[config.mk]
export PLATFORM = sky130hd
export DESIGN_NAME = ble_midi_packet_deframer_unit_flat
export DESIGN_NICKNAME = d
export VERILOG_FILES = /design/src/sv/bmd_pkg.sv /design/src/sv/bmd_stream_if.sv /design/src/sv/bmd_deframe_core.sv /design/src/sv/ble_midi_packet_deframer_unit.sv /design/src/flat_wrapper.sv
export SDC_FILE = /design/constraint.sdc
export NUM_CORES = 1
export LEC_CHECK = 0
export BUFFER_PORTS_ARGS = -buffer_cell sky130_fd_sc_hd__buf_2
export CELL_PAD_IN_SITES_DETAIL_PLACEMENT = 1
export CELL_PAD_IN_SITES_GLOBAL_PLACEMENT = 1
export CORE_MARGIN = 2
export CORE_UTILIZATION = 38
export DETAILED_ROUTE_END_ITERATION = 16
export GPL_ROUTABILITY_DRIVEN = 0
export PLACE_DENSITY = 0.7
export SLEW_MARGIN = 20
export SYNTH_ARGS = -nofsm -noshare
export SYNTH_HDL_FRONTEND = slang
export SYNTH_SLANG_ARGS = --single-unit
[constraint.sdc]
create_clock -name clock -period 2 [get_ports clock]
set_input_delay 0 -clock clock [delete_from_list [all_inputs] [get_ports clock]]
set_output_delay 0 -clock clock [all_outputs]
set_load 0.01 [all_outputs]
[src/sv/bmd_pkg.sv]
`timescale 1ns / 1ps
// Shared types and constants for the BLE-MIDI packet deframer.
// No dependencies; compiled first.
package bmd_pkg;

   localparam int BYTE_W = 8;
   localparam int LEN_W  = 10;

   localparam int PACKET_CAPACITY_DEFAULT = 64;

   localparam int TOP_BIT = BYTE_W - 1;
   localparam logic [BYTE_W-1:0] SYSEX_START = 8'hF0;
   localparam logic [BYTE_W-1:0] SYSEX_END   = 8'hF7;

   // position within the open packet
   localparam logic [1:0] POS_IDLE   = 2'd0;
   localparam logic [1:0] POS_SECOND = 2'd1;
   localparam logic [1:0] POS_LATER  = 2'd2;

   typedef struct packed {
      logic [1:0] byte_position;
      logic       timestamp_may_follow;
      logic       in_sysex;
      logic       dropping_packet;
   } state_type;

endpackage

[src/sv/bmd_stream_if.sv]
`timescale 1ns / 1ps
// Valid/ready channel interfaces for the deframer: packet bytes in, MIDI bytes out.
// Depends on bmd_pkg.
interface bmd_req_if;
   import bmd_pkg::*;

   logic              valid;
   logic              ready;
   logic [BYTE_W-1:0] packet_byte;
   logic              starts_packet;
   logic [LEN_W-1:0]  packet_length;

   modport source (output valid, packet_byte, starts_packet, packet_length, input ready);
   modport sink   (input valid, packet_byte, starts_packet, packet_length, output ready);
endinterface

interface bmd_rsp_if;
   import bmd_pkg::*;

   logic              valid;
   logic              ready;
   logic [BYTE_W-1:0] midi_byte;

   modport source (output valid, midi_byte, input ready);
   modport sink   (input valid, midi_byte, output ready);
endinterface

[src/sv/bmd_deframe_core.sv]
`timescale 1ns / 1ps
// Per-byte decision logic: next deframer state and whether the byte is passed on.
// Depends on bmd_pkg.
module bmd_deframe_core #(
   parameter int PACKET_CAPACITY = bmd_pkg::PACKET_CAPACITY_DEFAULT
) (
   input  bmd_pkg::state_type               state,
   input  logic [bmd_pkg::BYTE_W-1:0]       packet_byte,
   input  logic                             starts_packet,
   input  logic [bmd_pkg::LEN_W-1:0]        packet_length,
   output bmd_pkg::state_type               state_next,
   output logic                             emit
);
   import bmd_pkg::*;

   localparam logic [LEN_W:0] CAPACITY = (LEN_W+1)'(PACKET_CAPACITY);

   logic top_set;
   logic sysex_next;

   assign top_set = packet_byte[TOP_BIT];

   always_comb begin
      state_next = state;
      emit       = 1'b0;
      sysex_next = state.in_sysex;
      if (packet_byte == SYSEX_START) begin
         sysex_next = 1'b1;
      end else if (packet_byte == SYSEX_END) begin
         sysex_next = 1'b0;
      end

      if (starts_packet) begin
         state_next.byte_position        = POS_SECOND;
         state_next.timestamp_may_follow = 1'b0;
         state_next.dropping_packet      = {1'b0, packet_length} > CAPACITY;
      end else if (state.byte_position == POS_IDLE || state.dropping_packet) begin
         // nothing open, or packet being discarded
      end else if (state.byte_position == POS_SECOND) begin
         state_next.byte_position        = POS_LATER;
         state_next.timestamp_may_follow = 1'b0;
         emit                            = !top_set;
      end else if (state.timestamp_may_follow && top_set) begin
         state_next.timestamp_may_follow = 1'b0;
      end else begin
         state_next.in_sysex             = sysex_next;
         state_next.timestamp_may_follow = !sysex_next;
         emit                            = 1'b1;
      end
   end

endmodule

[src/sv/ble_midi_packet_deframer_unit.sv]
`timescale 1ns / 1ps
// BLE-MIDI receive deframer, top level.
// Depends on bmd_pkg, bmd_stream_if and bmd_deframe_core.
//
// Usage:
//   req_port carries one raw BLE packet byte per word, with starts_packet set
//   on the header byte and packet_length giving that packet's byte count.
//   rsp_port carries the MIDI bytes left once header and timestamps are gone;
//   an input word gives zero or one output word.
//   Each accepted word sits in the input register until the result register is
//   free, is then decided, and its MIDI byte, if any, is offered from there.
//   Throughput: one word per clock while rsp_port does not stall, set by the
//   single per-byte flag update between the input and result registers.
//   Packets longer than PACKET_CAPACITY are discarded up to the next header.
//   Reset (synchronous) empties both registers and clears the packet
//   position, timestamp, SysEx and discard flags.
//   A stall on rsp_port holds the result; the input register still takes a
//   word, and req_port.ready falls only once both registers are full.
module ble_midi_packet_deframer_unit #(
   parameter int PACKET_CAPACITY = bmd_pkg::PACKET_CAPACITY_DEFAULT
) (
   input logic     clock,
   input logic     reset,
   bmd_req_if.sink   req_port,
   bmd_rsp_if.source rsp_port
);
   import bmd_pkg::*;

   logic              in_valid_ff, in_valid_in;
   logic [BYTE_W-1:0] in_byte_ff;
   logic              in_start_ff;
   logic [LEN_W-1:0]  in_len_ff;

   logic              out_valid_ff, out_valid_in;
   logic [BYTE_W-1:0] out_byte_ff;

   state_type st_ff, st_in, st_next;
   logic      emit;
   logic      out_free, advance, req_take;

   assign out_free = !out_valid_ff || rsp_port.ready;
   assign advance  = in_valid_ff && out_free;
   assign req_take = req_port.valid && req_port.ready;

   assign req_port.ready  = !in_valid_ff || out_free;
   assign rsp_port.valid  = out_valid_ff;
   assign rsp_port.midi_byte = out_byte_ff;

   bmd_deframe_core #(
      .PACKET_CAPACITY (PACKET_CAPACITY)
   ) u_core (
      .state         (st_ff),
      .packet_byte   (in_byte_ff),
      .starts_packet (in_start_ff),
      .packet_length (in_len_ff),
      .state_next    (st_next),
      .emit          (emit)
   );

   always_comb begin
      in_valid_in  = req_take || (in_valid_ff && !advance);
      st_in        = advance ? st_next : st_ff;
      out_valid_in = advance ? emit : (out_valid_ff && !rsp_port.ready);
   end

   always_ff @(posedge clock) begin
      if (reset) begin
         in_valid_ff  <= 1'b0;
         out_valid_ff <= 1'b0;
         st_ff        <= '0;
      end else begin
         in_valid_ff  <= in_valid_in;
         out_valid_ff <= out_valid_in;
         st_ff        <= st_in;
      end
   end

   always_ff @(posedge clock) begin
      if (req_take) begin
         in_byte_ff  <= req_port.packet_byte;
         in_start_ff <= req_port.starts_packet;
         in_len_ff   <= req_port.packet_length;
      end
      if (advance && emit) begin
         out_byte_ff <= in_byte_ff;
      end
   end

   // a header always leaves the next byte as the second of its packet
   a_header_opens: assert property (@(posedge clock) disable iff (reset)
      advance && in_start_ff |=> st_ff.byte_position == POS_SECOND)
      else $error("header did not open a packet");

   // nothing is passed on from a discarded or unopened packet
   a_no_emit_dropped: assert property (@(posedge clock) disable iff (reset)
      advance && emit |-> in_start_ff == 1'b0 && !st_ff.dropping_packet
                          && st_ff.byte_position != POS_IDLE)
      else $error("byte passed on outside an accepted packet");

   // timestamps are only expected outside a SysEx
   a_ts_outside_sysex: assert property (@(posedge clock) disable iff (reset)
      !(st_ff.timestamp_may_follow && st_ff.in_sysex))
      else $error("timestamp armed inside SysEx");

   // a stalled result stays put until taken
   a_rsp_held: assert property (@(posedge clock) disable iff (reset)
      out_valid_ff && !rsp_port.ready |=> out_valid_ff && $stable(out_byte_ff))
      else $error("result lost under stall");

endmodule

[src/flat_wrapper.sv]
// flat-port wrapper written by rule: the top's interface ports become plain ports
module ble_midi_packet_deframer_unit_flat import bmd_pkg::*;
#(
   parameter int PACKET_CAPACITY = bmd_pkg::PACKET_CAPACITY_DEFAULT
)
  (clock, reset, req_port_valid, req_port_packet_byte, req_port_starts_packet, req_port_packet_length, req_port_ready, rsp_port_valid, rsp_port_midi_byte, rsp_port_ready);
  bmd_req_if req_port_i ();
  bmd_rsp_if rsp_port_i ();
  input logic clock;
  input logic reset;
  input wire logic [$bits(req_port_i.valid)-1:0] req_port_valid;
  input wire logic [$bits(req_port_i.packet_byte)-1:0] req_port_packet_byte;
  input wire logic [$bits(req_port_i.starts_packet)-1:0] req_port_starts_packet;
  input wire logic [$bits(req_port_i.packet_length)-1:0] req_port_packet_length;
  output wire logic [$bits(req_port_i.ready)-1:0] req_port_ready;
  output wire logic [$bits(rsp_port_i.valid)-1:0] rsp_port_valid;
  output wire logic [$bits(rsp_port_i.midi_byte)-1:0] rsp_port_midi_byte;
  input wire logic [$bits(rsp_port_i.ready)-1:0] rsp_port_ready;
  assign req_port_i.valid = req_port_valid;
  assign req_port_i.packet_byte = req_port_packet_byte;
  assign req_port_i.starts_packet = req_port_starts_packet;
  assign req_port_i.packet_length = req_port_packet_length;
  assign req_port_ready = req_port_i.ready;
  assign rsp_port_valid = rsp_port_i.valid;
  assign rsp_port_midi_byte = rsp_port_i.midi_byte;
  assign rsp_port_i.ready = rsp_port_ready;
  ble_midi_packet_deframer_unit #(.PACKET_CAPACITY(PACKET_CAPACITY)) u_core (.clock(clock), .reset(reset), .req_port(req_port_i), .rsp_port(rsp_port_i));
endmodule
== Yosys cells after proc, flatten, opt, wreduce, memory -nomap -nowiden ==
Cells that the tools add are included.
Cells by class
  mux-type cells: 14
  eq/ne operators: 4
  reduce and logical (&&, ||, !) cells: 22
  bitwise gates (word level): 4
  magnitude comparators: 1
Operator list (count)
  $eq A8 B8 Y1 const B: 2
  $mux W1: 11
  $gt A10 B7 Y1 const B: 1
  $logic_and A1 B1 Y1: 6
  $logic_not A1 Y1: 6
  $reduce_and A5 Y1: 1
  $logic_or A1 B1 Y1: 4
  $mux W4: 1
  $not A1 Y1: 4
  $reduce_and A2 Y1: 2
  $mux W3: 1
  $reduce_and A3 Y1: 1
  $eq A2 B1 Y1 const B: 1
  $logic_not A2 Y1: 1
  $mux W2: 1
  $ne A2 B1 Y1 const B: 1
  $reduce_bool A2 Y1: 1
Word-level totals
  input port bits: 23
  output and inout port bits: 10
  logic and storage cells: 55
  register bits after elaboration: 34

== Logic depth before layout (Yosys ltp) ==
  depth in word-level cells: 8
  mapped depth: 4
  depth with buffers taken out: 4

== Hierarchy ==
A second synthesis with hierarchy kept.
Second synthesis, totals
  cells, all modules: 88
  area, all modules: 1297.5 µm²
Modules (own cells, without submodules)
  ble_midi_packet_deframer_unit: area an instance 1136.1 µm², instances 1, cells each 61, seq. area each 950.9 µm²
  bmd_deframe_core: area an instance 161.4 µm², instances 1, cells each 27, seq. area each 0.0 µm²

== Worst setup path after synthesis ==
No wires, ideal clock.
  path kind: flip-flop to flip-flop
  start: register u_core.out_valid_ff, in the netlist u_core.rsp_port.valid
  end: register u_core.in_byte_ff[0], enable pin
  data required time: 1.623 ns
  buffers on the path: 0
  stages on the path, launching flop included: 4
  clock period less this slack: 1.512 ns
  library setup time: 0.377 ns
  arrival: 1.135 ns
  slack: 0.488 ns
  path through: dfxtp_1 nor2b_1 nand2_1 and2_1
Between the ends
  longest elaborated chain between the ends: 4
Ends and longest elaborated chain
  start, declared: line ble_midi_packet_deframer_unit.sv:34  | logic out_valid_ff, out_valid_in;
  start signal, assigned: line ble_midi_packet_deframer_unit.sv:73  | out_valid_ff <= out_valid_in;
  $logic_not A1 Y1: line ble_midi_packet_deframer_unit.sv:41  | assign out_free = !out_valid_ff || rsp_port.ready;
  $logic_or A1 B1 Y1: line ble_midi_packet_deframer_unit.sv:41
  $logic_or A1 B1 Y1: line ble_midi_packet_deframer_unit.sv:45  | assign req_port.ready = !in_valid_ff || out_free;
  net req_port_ready: line flat_wrapper.sv:15  | output wire logic [$bits(req_port_i.ready)-1:0] req_port_ready;
  $logic_and A1 B1 Y1: line ble_midi_packet_deframer_unit.sv:43  | assign req_take = req_port.valid && req_port.ready;
  net u_core.req_take: line ble_midi_packet_deframer_unit.sv:39  | logic out_free, advance, req_take;
  end signal, assigned: line ble_midi_packet_deframer_unit.sv:80  | in_byte_ff <= req_port.packet_byte;
  end, declared: line ble_midi_packet_deframer_unit.sv:30  | logic [BYTE_W-1:0] in_byte_ff;
The timed path passes the listed nets, and every way through them passes these cells.
A chain may end at the register's enable or synchronous reset.

== Final worst setup path ==
  start: register u_core.out_valid_ff, in the netlist u_core.rsp_port.valid
  end: register u_core.in_byte_ff[3], enable pin
Between the ends
  longest elaborated chain between the ends: 4
Ends and longest elaborated chain (line)
  $logic_not A1 Y1: ble_midi_packet_deframer_unit.sv:41
  $logic_or A1 B1 Y1: ble_midi_packet_deframer_unit.sv:41
  $logic_or A1 B1 Y1: ble_midi_packet_deframer_unit.sv:45
  $logic_and A1 B1 Y1: ble_midi_packet_deframer_unit.sv:43
  net u_core.req_take: ble_midi_packet_deframer_unit.sv:39
The timed path passes the listed nets, and every way through them passes these cells.

==> results.cfg <==
[global_routing]
antenna_found_initial = 0
grt_use_total = 0.166
grt_pass1_wl_um = 4230
grt_pass1_vias = 898
grt_start_max_net_pins = 20
grt_overflow = 0

[power]
power_switching_mw = 0.275
seqPwrFrac = 0.650
swShare = 0.217
p_comb_frac = 0.074
power.leakage_nw = 0.648
vdd_drop_max_uv = 457
p_int_mw = 0.993
power_density_mw_per_mm2 = 744
clkPwrFrac = 0.276

[finish]
multi_input_area_um2 = 243
area_growth_pct = 40.7
final_nets = 160
diodes = 0
final_common_cell = buf_2
final-seq-area_um2 = 951
drive_gt1_frac = 0.304
final_cells = 182
layout_common_cells = buf_2, edfxtp_1, dlygate4sd3_1
fill_cells = 322
finalInstanceArea_mm2 = 0.00171

[die]
die_area_mm2 = 0.00366
pin_count = 33
die_h_um = 60.5
fp.coreArea_mm2 = 0.00305
rows = 20
die_w_um = 60.5
initial_core_util = 0.397

[sta]
rsz0062_at_grt = false
slew_headroom = 0.462
maxSlewViolCount = 0
fin_crit_sh = 0.795
hold_viol = 0
worst-slew-pin-transition_ps = 807
setup_viol = 0
period_minus_slack_ps = 1590
finClkSkew_ps = 3.86
tns_ps = 0
fmax_mhz = 629

[cts]
cts_setup_buffers = 0
clock-root-buffer = clkbuf_4
clockBufferDepth = 2
clk_pin_slew_ps = 100
htreeDepth = 2
cts_made_buffers = 5
insertion_delay_ps = 320
cts_tree = built
clock_sinks = 34

[route]
avgViaCountPerCell = 4.74
drcViolationCount = 0
drt_iter0_markers = 5
routed_wl_um = 2590
drt-pass1-iter-count = 4
antenna_left = 0
wl_per_cell_um = 14.2
via_count = 862

[worst_setup_path]
r2r-start = u_core.rsp_port.valid$_SDFF_PP0_
startpoint = u_core.rsp_port.valid$_SDFF_PP0_
end_kind = flop
r2r_end = u_core.in_byte_ff[3]$_DFFE_PP_
reg2reg_setup_slack_ps = 410
required_ps = 1960
critPathSlowestCell = and2_1
critical-path-top-delay-family = simple AND/OR/NAND/NOR gates
critical_path.max_stage_delay_ps = 660
reg2reg_depth = 3
cp_num_buf_inv = 0
crit_chain = nor2b_1 -> nand2_1 -> and2_1
cp_max_fo = 19
startpoint_type = flop
worstPathArrival_ps = 1550
critPathKind = flop to flop

[synthesis]
syn_inst = 75
ys.warnings.count = 0
async_flop_share = 0
synth.distinct_cells = 29
synth-seq-cells = 34
syn_nets = 98
seq_area_frac_synth = 0.784
synth_edf_count = 27
synth_flop_cell = edfxtp_1
syn_avg_cell_area_um2 = 16.2
syn-cell-area_mm2 = 0.00121

[status]
run_status = complete, no violations

[min_path]
holdPathStages = 3
hp-class = primary input to flop
holdPathEnd = u_core.rsp_port.valid$_SDFF_PP0_
hold_start = rsp_port_ready

[placed_design]
hpwlAfterDp_um = 1580
placed_area_mm2 = 0.00144
port_buffers = 32
place_inst = 152

[run]
maxCapViolCount = 0
==> final cells by class <==
type                    count  share of cell area
multi-input cells          36               0.142
clock buffers               6              0.0242
flip-flops and latches     34               0.558
inverters                   5              0.0110
clock inverters             2             0.00514
well taps                  44              0.0323
repair buffers             55               0.227
==> cell usage after synthesis (2+ instances only) <==
| cell | count | share of area |
|---|---|---|
| a21oi_1 | 2 | 0.0083 |
| dfxtp_1 | 7 | 0.12 |
| edfxtp_1 | 27 | 0.67 |
| inv_1 | 5 | 0.015 |
| nand2_1 | 5 | 0.015 |
| nand3_1 | 2 | 0.0083 |
| nand4b_1 | 2 | 0.014 |
| nor2_1 | 3 | 0.0093 |
| o31ai_1 | 2 | 0.012 |
==> how the worst max path moves through the flow <==
stage,end,slack (ps),cells past startpoint
finish,u_core.in_byte_ff[3]$_DFFE_PP_,410,3
global route,u_core.in_byte_ff[0]$_DFFE_PP_,270,3
detailed placement,u_core.in_len_ff[0]$_DFFE_PP_,420,3
CTS,u_core.in_byte_ff[1]$_DFFE_PP_,400,3
global placement,u_core.in_len_ff[1]$_DFFE_PP_,480,3
floorplan,u_core.in_byte_ff[0]$_DFFE_PP_,490,3
==> repair_timing <==
action,in CTS,in global routing
endpoints found under the hold margin,24,0
hold buffers,22,0
gates resized for setup,0,0
==> cells by family after synthesis <==
kind of cell,share of synthesized area
buffers and inverters,0.0155
DFF,0.784
AOI/OAI and AO/OA,0.0949
and+or+nand+nor,0.105
==> worst reg2reg max path: stages, from the launching register on <==
cell     delay [ps]
dfxtp_1         330
nor2b_1         160
nand2_1          80
and2_1          660
==> stage by stage <==
stage                     hold WS [ps]  utilization  total power [mW]  setup WS [ps]
final                             43.6        0.559              1.27            411
after global placement             176        0.470             0.895            480
after floorplan                   69.1            -             0.862            488
after detailed placement           179        0.470             0.900            422
after global routing              39.0        0.559              1.33            275
after CTS                         24.9        0.559              1.28            398
==> power groups by stage <==
stage | combinational, mW | sequential, mW | clock (mW)
5_1_grt | 0.104 | 0.828 | 0.398
3_5_place_dp | 0.0599 | 0.840 | 0
2_1_floorplan | 0.0287 | 0.833 | 0
6_report | 0.0940 | 0.824 | 0.350
3_3_place_gp | 0.0577 | 0.837 | 0
4_1_cts | 0.0931 | 0.823 | 0.364
==> routing by layer <==
metal,up-vias,part of all wire,track usage,wire [um]
li1,418,-,-,-
met5,-,0,0,0
met3,2,0.057,0.0725,147
met4,0,0.00077,0.0559,2
met2,34,0.56,0.290,1440
met1,408,0.38,0.182,992
==> sequential cells by signal, summed over array words and instances (netlist names) <==
signal / cells
u_core.st_ff: 5
u_core.rsp_port.valid: 1
u_core.rsp_port.midi_byte: 8
u_core.in_start_ff: 1
u_core.in_len_ff: 10
u_core.in_valid_ff: 1
u_core.in_byte_ff: 8
No activity file was read; power rests on OpenSTA's default activity.
